**config.mk**
```make
export PLATFORM = sky130hd
export DESIGN_NAME = joystick_pin_entry_lock_unit
export DESIGN_NICKNAME = d
export VERILOG_FILES = /design/src/hw/rtl/jpel_pkg.sv /design/src/hw/rtl/joystick_pin_entry_lock_unit.sv /design/src/hw/rtl/jpel_joy_sampler.sv /design/src/hw/rtl/jpel_entry_fsm.sv
export SDC_FILE = /design/constraint.sdc
export NUM_CORES = 1
export LEC_CHECK = 0
export ABC_CLOCK_PERIOD_IN_PS = 3990
export BUFFER_PORTS_ARGS = -buffer_cell sky130_fd_sc_hd__buf_2
export CAP_MARGIN = 20
export CORE_MARGIN = 2
export CORE_UTILIZATION = 50
export CTS_CLUSTER_DIAMETER = 50
export DETAILED_ROUTE_END_ITERATION = 8
export HOLD_SLACK_MARGIN = 0.03
export PLACE_DENSITY = 0.7
export SYNTH_ARGS = -nofsm -noshare
export SYNTH_HDL_FRONTEND = slang
export SYNTH_SLANG_ARGS = --single-unit
```
**constraint.sdc**
```tcl
create_clock -name clk_i -period 3.99 [get_ports clk_i]
set_clock_uncertainty 0.1 [all_clocks]
set_input_delay 0.1995 -clock clk_i [delete_from_list [all_inputs] [get_ports clk_i]]
set_output_delay 0.1995 -clock clk_i [all_outputs]
set_load 0.05 [all_outputs]
```
**src/hw/rtl/jpel_pkg.sv**
```systemverilog
// Shared types and constants for the joystick PIN entry lock.
// No dependencies; imported by every module of the block.
package jpel_pkg;

  localparam int unsigned SampleW  = 14;
  localparam int unsigned ThrW     = 14;
  localparam int unsigned CodeW    = 16;
  localparam int unsigned AttW     = 4;
  localparam int unsigned CfgIdxW  = 2;
  localparam int unsigned CfgDataW = 16;
  localparam int unsigned InDataW  = 32;
  localparam int unsigned OutDataW = 32;

  localparam logic [ThrW-1:0]  HighThrRst = 14'd15000;
  localparam logic [ThrW-1:0]  LowThrRst  = 14'd1000;
  localparam logic [CodeW-1:0] SecretRst  = 16'h4321;
  localparam logic [AttW-1:0]  MaxAttRst  = 4'd3;

  // result word bit positions
  localparam int unsigned OutModeLsb   = 0;
  localparam int unsigned OutEventLsb  = 3;
  localparam int unsigned OutUnlockBit = 28;
  localparam int unsigned OutLockBit   = 29;

  typedef enum logic [CfgIdxW-1:0] {
    CFG_HIGH_THR = 2'd0,
    CFG_LOW_THR  = 2'd1,
    CFG_SECRET   = 2'd2,
    CFG_MAX_ATT  = 2'd3
  } jpel_cfg_e;

  typedef enum logic [2:0] {
    MODE_ENTER   = 3'd0,
    MODE_CHECK   = 3'd1,
    MODE_SUCCESS = 3'd2,
    MODE_FAIL    = 3'd3,
    MODE_LOCKED  = 3'd4
  } jpel_mode_e;

  typedef enum logic [2:0] {
    EV_NONE  = 3'd0,
    EV_UP    = 3'd1,
    EV_DOWN  = 3'd2,
    EV_LEFT  = 3'd3,
    EV_RIGHT = 3'd4,
    EV_PRESS = 3'd5
  } jpel_event_e;

  typedef struct packed {
    logic            locked_out;
    logic            unlocked;
    logic [AttW-1:0] tries;
    logic [1:0]      cursor;
    logic [15:0]     digits;
    jpel_mode_e      mode;
  } jpel_entry_t;

endpackage

```
**src/hw/rtl/joystick_pin_entry_lock_unit.sv**
```systemverilog
// Joystick PIN entry lock, top level: config registers, input and result words.
// Depends on jpel_pkg, jpel_joy_sampler and jpel_entry_fsm.
//
// Takes one word per clock and gives one result word per input word, through
// the input register, then the result register. All state is updated
// in the single cycle between those registers, so words follow back to back; the
// result register decouples the output side, and s_axis_tready only drops while
// a result is stalled and the input register is full. A start word (tuser = 1)
// resets the entry session without sampling the joystick. Config writes take
// effect on the next clock and belong to idle periods.
module joystick_pin_entry_lock_unit import jpel_pkg::*; #(
  parameter int unsigned CodeDigits = 4
) (
  input  logic                clk_i,
  input  logic                rst_ni,
  input  logic                cfg_we_i,
  input  logic [CfgIdxW-1:0]  cfg_index_i,
  input  logic [CfgDataW-1:0] cfg_wdata_i,
  input  logic                s_axis_tvalid,
  output logic                s_axis_tready,
  input  logic [InDataW-1:0]  s_axis_tdata,  // button_pressed, x_sample, y_sample, pad
  input  logic [0:0]          s_axis_tuser,  // kind
  output logic                m_axis_tvalid,
  input  logic                m_axis_tready,
  // entry_state, joystick_event, digit_zero..digit_three, cursor_position,
  // tries_remaining, unlocked, locked_out, pad
  output logic [OutDataW-1:0] m_axis_tdata
);

  logic [ThrW-1:0]  high_thr_q, low_thr_q;
  logic [CodeW-1:0] secret_q;
  logic [AttW-1:0]  max_att_q;

  logic               in_vld_q;
  logic               in_kind_q, in_btn_q;
  logic [SampleW-1:0] in_x_q, in_y_q;

  logic                out_vld_q;
  logic [OutDataW-1:0] out_data_q, out_data_d;

  logic        out_free, step, accept, poll_en, start_en;
  jpel_event_e ev;
  jpel_entry_t entry;

  assign out_free      = !out_vld_q || m_axis_tready;
  assign step          = in_vld_q && out_free;
  assign s_axis_tready = !in_vld_q || out_free;
  assign accept        = s_axis_tvalid && s_axis_tready;
  assign poll_en       = step && !in_kind_q;
  assign start_en      = step && in_kind_q;

  always_ff @(posedge clk_i or negedge rst_ni) begin
    if (!rst_ni) begin
      high_thr_q <= HighThrRst;
      low_thr_q  <= LowThrRst;
      secret_q   <= SecretRst;
      max_att_q  <= MaxAttRst;
    end else if (cfg_we_i) begin
      case (jpel_cfg_e'(cfg_index_i))
        CFG_HIGH_THR: high_thr_q <= cfg_wdata_i[ThrW-1:0];
        CFG_LOW_THR:  low_thr_q  <= cfg_wdata_i[ThrW-1:0];
        CFG_SECRET:   secret_q   <= cfg_wdata_i[CodeW-1:0];
        CFG_MAX_ATT:  max_att_q  <= cfg_wdata_i[AttW-1:0];
        default: ;
      endcase
    end
  end

  always_ff @(posedge clk_i or negedge rst_ni) begin
    if (!rst_ni) begin
      in_vld_q <= 1'b0;
    end else if (accept) begin
      in_vld_q <= 1'b1;
    end else if (step) begin
      in_vld_q <= 1'b0;
    end
  end

  always_ff @(posedge clk_i) begin
    if (accept) begin
      in_kind_q <= s_axis_tuser[0];
      in_btn_q  <= s_axis_tdata[0];
      in_x_q    <= s_axis_tdata[SampleW:1];
      in_y_q    <= s_axis_tdata[2*SampleW:SampleW+1];
    end
  end

  jpel_joy_sampler u_sampler (
    .clk_i      (clk_i),
    .rst_ni     (rst_ni),
    .poll_en_i  (poll_en),
    .button_i   (in_btn_q),
    .x_i        (in_x_q),
    .y_i        (in_y_q),
    .high_thr_i (high_thr_q),
    .low_thr_i  (low_thr_q),
    .event_o    (ev)
  );

  jpel_entry_fsm #(
    .CodeDigits (CodeDigits)
  ) u_entry (
    .clk_i      (clk_i),
    .rst_ni     (rst_ni),
    .poll_en_i  (poll_en),
    .start_en_i (start_en),
    .event_i    (ev),
    .secret_i   (secret_q),
    .max_att_i  (max_att_q),
    .entry_o    (entry)
  );

  assign out_data_d = {2'b00, entry.locked_out, entry.unlocked, entry.tries,
                       entry.cursor, entry.digits, ev, entry.mode};

  always_ff @(posedge clk_i or negedge rst_ni) begin
    if (!rst_ni) begin
      out_vld_q <= 1'b0;
    end else if (step) begin
      out_vld_q <= 1'b1;
    end else if (m_axis_tready) begin
      out_vld_q <= 1'b0;
    end
  end

  always_ff @(posedge clk_i) begin
    if (step) begin
      out_data_q <= out_data_d;
    end
  end

  assign m_axis_tvalid = out_vld_q;
  assign m_axis_tdata  = out_data_q;

endmodule

```
**src/hw/rtl/jpel_joy_sampler.sv**
```systemverilog
// Joystick sampler: button edge detect and direction classification.
// Depends on jpel_pkg.
module jpel_joy_sampler import jpel_pkg::*; (
  input  logic               clk_i,
  input  logic               rst_ni,
  input  logic               poll_en_i,
  input  logic               button_i,
  input  logic [SampleW-1:0] x_i,
  input  logic [SampleW-1:0] y_i,
  input  logic [ThrW-1:0]    high_thr_i,
  input  logic [ThrW-1:0]    low_thr_i,
  output jpel_event_e        event_o
);

  logic        btn_down_q, btn_down_d;
  jpel_event_e prev_dir_q, prev_dir_d;
  jpel_event_e dir;

  always_comb begin
    if (y_i > high_thr_i) begin
      dir = EV_UP;
    end else if (y_i < low_thr_i) begin
      dir = EV_DOWN;
    end else if (x_i > high_thr_i) begin
      dir = EV_RIGHT;
    end else if (x_i < low_thr_i) begin
      dir = EV_LEFT;
    end else begin
      dir = EV_NONE;
    end
  end

  always_comb begin
    event_o    = EV_NONE;
    btn_down_d = btn_down_q;
    prev_dir_d = prev_dir_q;
    if (poll_en_i) begin
      if (button_i && !btn_down_q) begin
        // new press: direction history left alone
        event_o    = EV_PRESS;
        btn_down_d = 1'b1;
      end else begin
        btn_down_d = button_i;
        prev_dir_d = dir;
        if (prev_dir_q == EV_NONE && dir != EV_NONE) begin
          event_o = dir;
        end
      end
    end
  end

  always_ff @(posedge clk_i or negedge rst_ni) begin
    if (!rst_ni) begin
      btn_down_q <= 1'b0;
      prev_dir_q <= EV_NONE;
    end else begin
      btn_down_q <= btn_down_d;
      prev_dir_q <= prev_dir_d;
    end
  end

endmodule

```
**src/hw/rtl/jpel_entry_fsm.sv**
```systemverilog
// Entry state machine: digit editing, cursor, code check and attempt count.
// Depends on jpel_pkg.
module jpel_entry_fsm import jpel_pkg::*; #(
  parameter int unsigned CodeDigits = 4
) (
  input  logic             clk_i,
  input  logic             rst_ni,
  input  logic             poll_en_i,
  input  logic             start_en_i,
  input  jpel_event_e      event_i,
  input  logic [CodeW-1:0] secret_i,
  input  logic [AttW-1:0]  max_att_i,
  output jpel_entry_t      entry_o
);

  localparam int unsigned CurW = (CodeDigits > 1) ? $clog2(CodeDigits) : 1;
  localparam int unsigned DigW = 4 * CodeDigits;
  localparam logic [CurW-1:0] CurMax = CurW'(CodeDigits - 1);

  jpel_mode_e      mode_q, mode_d;
  logic [DigW-1:0] digits_q, digits_d;
  logic [CurW-1:0] cursor_q, cursor_d;
  logic [AttW-1:0] tries_q, tries_d;

  logic [DigW-1:0] want;
  logic [3:0]      sel;
  logic [AttW-1:0] tries_dec;
  logic            unlocked, locked_out;

  // code digits beyond the fourth compare against zero
  assign want      = DigW'(secret_i);
  assign sel       = digits_q[{cursor_q, 2'b00} +: 4];
  assign tries_dec = (tries_q != '0) ? tries_q - AttW'(1) : '0;

  always_comb begin
    mode_d     = mode_q;
    digits_d   = digits_q;
    cursor_d   = cursor_q;
    tries_d    = tries_q;
    unlocked   = 1'b0;
    locked_out = 1'b0;
    if (start_en_i) begin
      mode_d   = MODE_ENTER;
      tries_d  = max_att_i;
      digits_d = '0;
      cursor_d = '0;
    end else if (poll_en_i) begin
      case (mode_q)
        MODE_ENTER: begin
          if (event_i == EV_LEFT && cursor_q != '0) begin
            cursor_d = cursor_q - CurW'(1);
          end else if (event_i == EV_RIGHT && cursor_q < CurMax) begin
            cursor_d = cursor_q + CurW'(1);
          end else if (event_i == EV_UP) begin
            digits_d[{cursor_q, 2'b00} +: 4] = (sel == 4'd9) ? 4'd0 : sel + 4'd1;
          end else if (event_i == EV_DOWN) begin
            digits_d[{cursor_q, 2'b00} +: 4] = (sel == 4'd0) ? 4'd9 : sel - 4'd1;
          end else if (event_i == EV_PRESS) begin
            mode_d = MODE_CHECK;
          end
        end
        MODE_CHECK: begin
          if (digits_q == want) begin
            mode_d = MODE_SUCCESS;
          end else begin
            tries_d = tries_dec;
            mode_d  = (tries_dec == '0) ? MODE_LOCKED : MODE_FAIL;
          end
        end
        MODE_SUCCESS: begin
          unlocked = 1'b1;
        end
        MODE_FAIL: begin
          digits_d = '0;
          cursor_d = '0;
          mode_d   = MODE_ENTER;
        end
        default: begin
          locked_out = 1'b1;
        end
      endcase
    end
  end

  always_comb begin
    entry_o.mode       = mode_d;
    entry_o.digits     = 16'(digits_d);
    entry_o.cursor     = 2'(cursor_d);
    entry_o.tries      = tries_d;
    entry_o.unlocked   = unlocked;
    entry_o.locked_out = locked_out;
  end

  always_ff @(posedge clk_i or negedge rst_ni) begin
    if (!rst_ni) begin
      mode_q   <= MODE_ENTER;
      digits_q <= '0;
      cursor_q <= '0;
      tries_q  <= MaxAttRst;
    end else begin
      mode_q   <= mode_d;
      digits_q <= digits_d;
      cursor_q <= cursor_d;
      tries_q  <= tries_d;
    end
  end

endmodule

```
==> impl_metrics.toml <==
[global_route]
grt_usage = 0.231
grt_overflow = 0
grt_pass1_wl_mm = 27.9
grt_max_degree = 80
grt_pass1_vias = 5526
antenna_found_initial = 0

[worst_setup_path]
crit_fanout = 10
cp.required_ns = 4.13
worst_setup_path_start_kind = "flop"
crit_buf_inv = 1
path_class = "flop to flop"
critical_path.max_stage_delay_ns = 0.54
endpoint_kind = "flop"
path_delay_family = "compound AO/OA/AOI/OAI gates"
rrSetupSlack_ns = 0.35
crit_path_end = "m_axis_tdata[8]"
critPathLaunch = "high_thr_q[13]"
cp_cell_sequence = "inv_1 > ha_1 > nand2_1 > nor4_1 > o31ai_1 > a21oi_1 > nor3b_2 > o221a_4 > a21oi_4 > nand3_1 > o2bb2ai_1"
rr_endpoint = "m_axis_tdata[8]"
r2r-start = "high_thr_q[13]"
cp_slowest_cell = "nor4_1"
arrival_ns = 3.79
path_depth = 11
reg2reg_depth = 11

[logic_synthesis]
synth_ff_type = "edfxtp_1"
muxShareOfSynthArea = 0.0693
yosysTopAreaCell = "edfxtp_1"
ys_top_cells_by_area = "edfxtp_1, dfrtp_1, ha_1"
ys_seq_area_frac = 0.525
synthSimpleGateAreaFrac = 0.116
ys_async_sr_fraction = 0.568
synth_xor_area_frac = 0.0205
synth.avg_cell_area_um2 = 11.7
synthCells = 620
ys_types = 67
synth-edff-count = 60
synth_warnings = 0
synth_top_area_share = 0.248
mappedNetlistArea_um2 = 7250
synth_compound_area_frac = 0.129
ys_ff_latch = 139
synthAdderAreaFrac = 0.110
synth_top_family_by_area = "compound AO/OA/AOI/OAI gates"

[hold_path]
hp-class = "primary input to asynchronous set/reset pin"

[clocking]
cts.clk_slew.worst_paths_ns = 0.05
htree_levels = 4
numCtsBuffers = 17
clockRootBuffer = "clkbuf_16"
cts_tree = "yes"
cts_buffer_depth = 2
cts.sinks = 139
insertion_delay_ns = 0.43

[placement]
numPortBuffers = 84
dpl.hpwl_mm = 12.3
place_congestion = 0.941
dp_slack_ns = 0.377

[routing]
drtIter0Drc = 435
drc = 0
drtAntennaViolNets = 0
wl_per_cell_um = 17.7
routed_via_density = 5.67
routed_wirelength_mm = 17.2
dr.pass1.iters = 5
num_vias = 5484

[run]
cap_violations = 0

[outcome]
status = "finished, final reports clean"

[floorplan]
die_x_um = 124
ios = 90
rows = 44
die_area_um2 = 15500
coreArea_um2 = 14400
die_h_um = 124
start_util = 0.505

[pwr]
leakage_nw = 3.82
powerDensity_nw_per_um2 = 481
peakVddDrop_uv = 309

[cells_and_area]
drive_above_1_share = 0.245
fin_util = 0.627
syn_to_final_growth_pct = 24.3
nets = 891
antenna_cells = 0
multi_input_area_um2 = 3240
final-seq-area_um2 = 3810
fillers = 1112

[timing]
maxSlewHeadroom = 0.468
min_period_over_period = 0.913
layout_min_cycle_time_ns = 3.64
finalSetupViolCount = 0
setup_ws_ns = 0.347
tns_ns = 0
max_freq_ghz = 0.274
slew_viol_final = 0
hold_violations = 0
tightestPinTransition_ns = 0.796
rsz0062_at_grt = "no"
[cell usage in the layout, fill, tap and decap left out, drive strengths merged, types with 4 or more instances in the layout]
| cell type | synthesis | final |
|---|---|---|
| nor4 | 5 | 5 |
| o2bb2ai | 8 | 8 |
| a21oi | 42 | 42 |
| a22oi | 5 | 5 |
| ha | 64 | 64 |
| buf | 4 | 95 |
| xnor2 | 16 | 16 |
| and4 | 4 | 4 |
| dfstp | 22 | 22 |
| nand3 | 13 | 13 |
| mux2 | 36 | 36 |
| dfrtp | 57 | 57 |
| nand2 | 53 | 53 |
| edfxtp | 60 | 60 |
| inv | 41 | 41 |
| nor2 | 25 | 25 |
| o21ai | 39 | 39 |
| clkbuf | 10 | 31 |
| dlygate4sd3 | 0 | 50 |
| nand4 | 9 | 9 |
| nand2b | 11 | 11 |
| nor2b | 8 | 8 |
| nor3 | 12 | 12 |
| o21a | 7 | 7 |
| nor3b | 4 | 4 |
[synth_stat cells, types with 3 or more instances]
cell and n:
ha_1 64, edfxtp_1 60, dfrtp_1 57, nand2_1 53, a21oi_1 41, inv_1 41, o21ai_0 38, mux2_2 36
nor2_1 25, dfstp_2 22, xnor2_1 16, nand3_1 13, nand2b_1 11, nor3_1 11, clkbuf_1 10, nand4_1 9
nor2b_1 8, o2bb2ai_1 8, o21a_1 7, a22oi_1 5, nor4_1 5, and4_1 4, a21boi_0 3, a31o_2 3
and3_1 3, mux2i_1 3, mux4_2 3, nand3b_1 3, or3_1 3
[what timing repair did]
action / CTS / global route
gates resized for setup: 0 / 0
setup buffers: 0 / 0
hold buffers: 50 / 0
endpoints found under the setup margin: 0 / 0
hold endpoints to repair: 137 / 0
[metrics by stage]
stage	cells	instance area (um^2)	hold WS [ns]	power (mW)
2_1_floorplan	621	7260	-0.196	2.56
3_3_place_gp	885	7930	0.276	2.79
3_5_place_dp	885	7930	0.278	2.84
4_1_cts	967	8980	0.152	4.35
5_1_grt	968	9010	0.100	4.56
6_report	968	9010	0.0796	4.33
[worst min path at each step]
stage | start | end | depth (start not counted)
floorplan | rst_ni | high_thr_q[0] | 0
global placement | s_axis_tdata[10] | in_x_q[9] | 1
detailed placement | s_axis_tdata[2] | in_x_q[1] | 1
CTS | cfg_we_i | max_att_q[2] | 3
finish | rst_ni | u_entry.digits_q[3] | 2
global route | rst_ni | u_entry.digits_q[6] | 2
[kinds of logic after synthesis]
| kind of cell | after synthesis |
|---|---|
| XOR/XNOR | 17 |
| flip-flops | 139 |
| AND/OR/NAND/NOR | 162 |
| multiplexers | 42 |
| adder cells (fa/ha/maj) | 64 |
| other | 1 |
| AO/OA/AOI/OAI | 140 |
| buffers and inverters | 55 |
[final cells by class]
type / count / area share
flip-flops and latches: 139 / 0.422
multi-input cells: 427 / 0.360
repair buffers: 145 / 0.114
clock buffers: 31 / 0.0609
well taps: 184 / 0.0255
inverters: 41 / 0.0171
clock inverters: 1 / 0.000555
[power breakdown]
group	total, mW	internal [mW]	switching (mW)	leakage, nW
combinational	0.998	0.402	0.596	2.01
sequential	1.87	1.74	0.137	1.54
clock	1.46	0.914	0.549	0.271
[flip-flops by register name (all words and copies together) (netlist names)]
name,cells
u_entry.mode_q,3
u_entry.cursor_q,2
m_axis_tvalid,1
secret_q,16
high_thr_q,14
u_sampler.btn_down_q,1
in_x_q,14
in_btn_q,1
max_att_q,4
in_vld_q,1
in_y_q,14
in_kind_q,1
u_entry.tries_q,4
u_entry.digits_q,16
m_axis_tdata,30
u_sampler.prev_dir_q,3
low_thr_q,14
[routing by layer]
layer | GRT usage | up-vias | wire length, um
li1 | - | 2586 | -
met1 | 0.281 | 2683 | 7060
met2 | 0.399 | 173 | 8880
met3 | 0.0528 | 42 | 840
met4 | 0.0886 | 0 | 372
met5 | 0 | - | 0
Power figures use the tool's default switching activity.
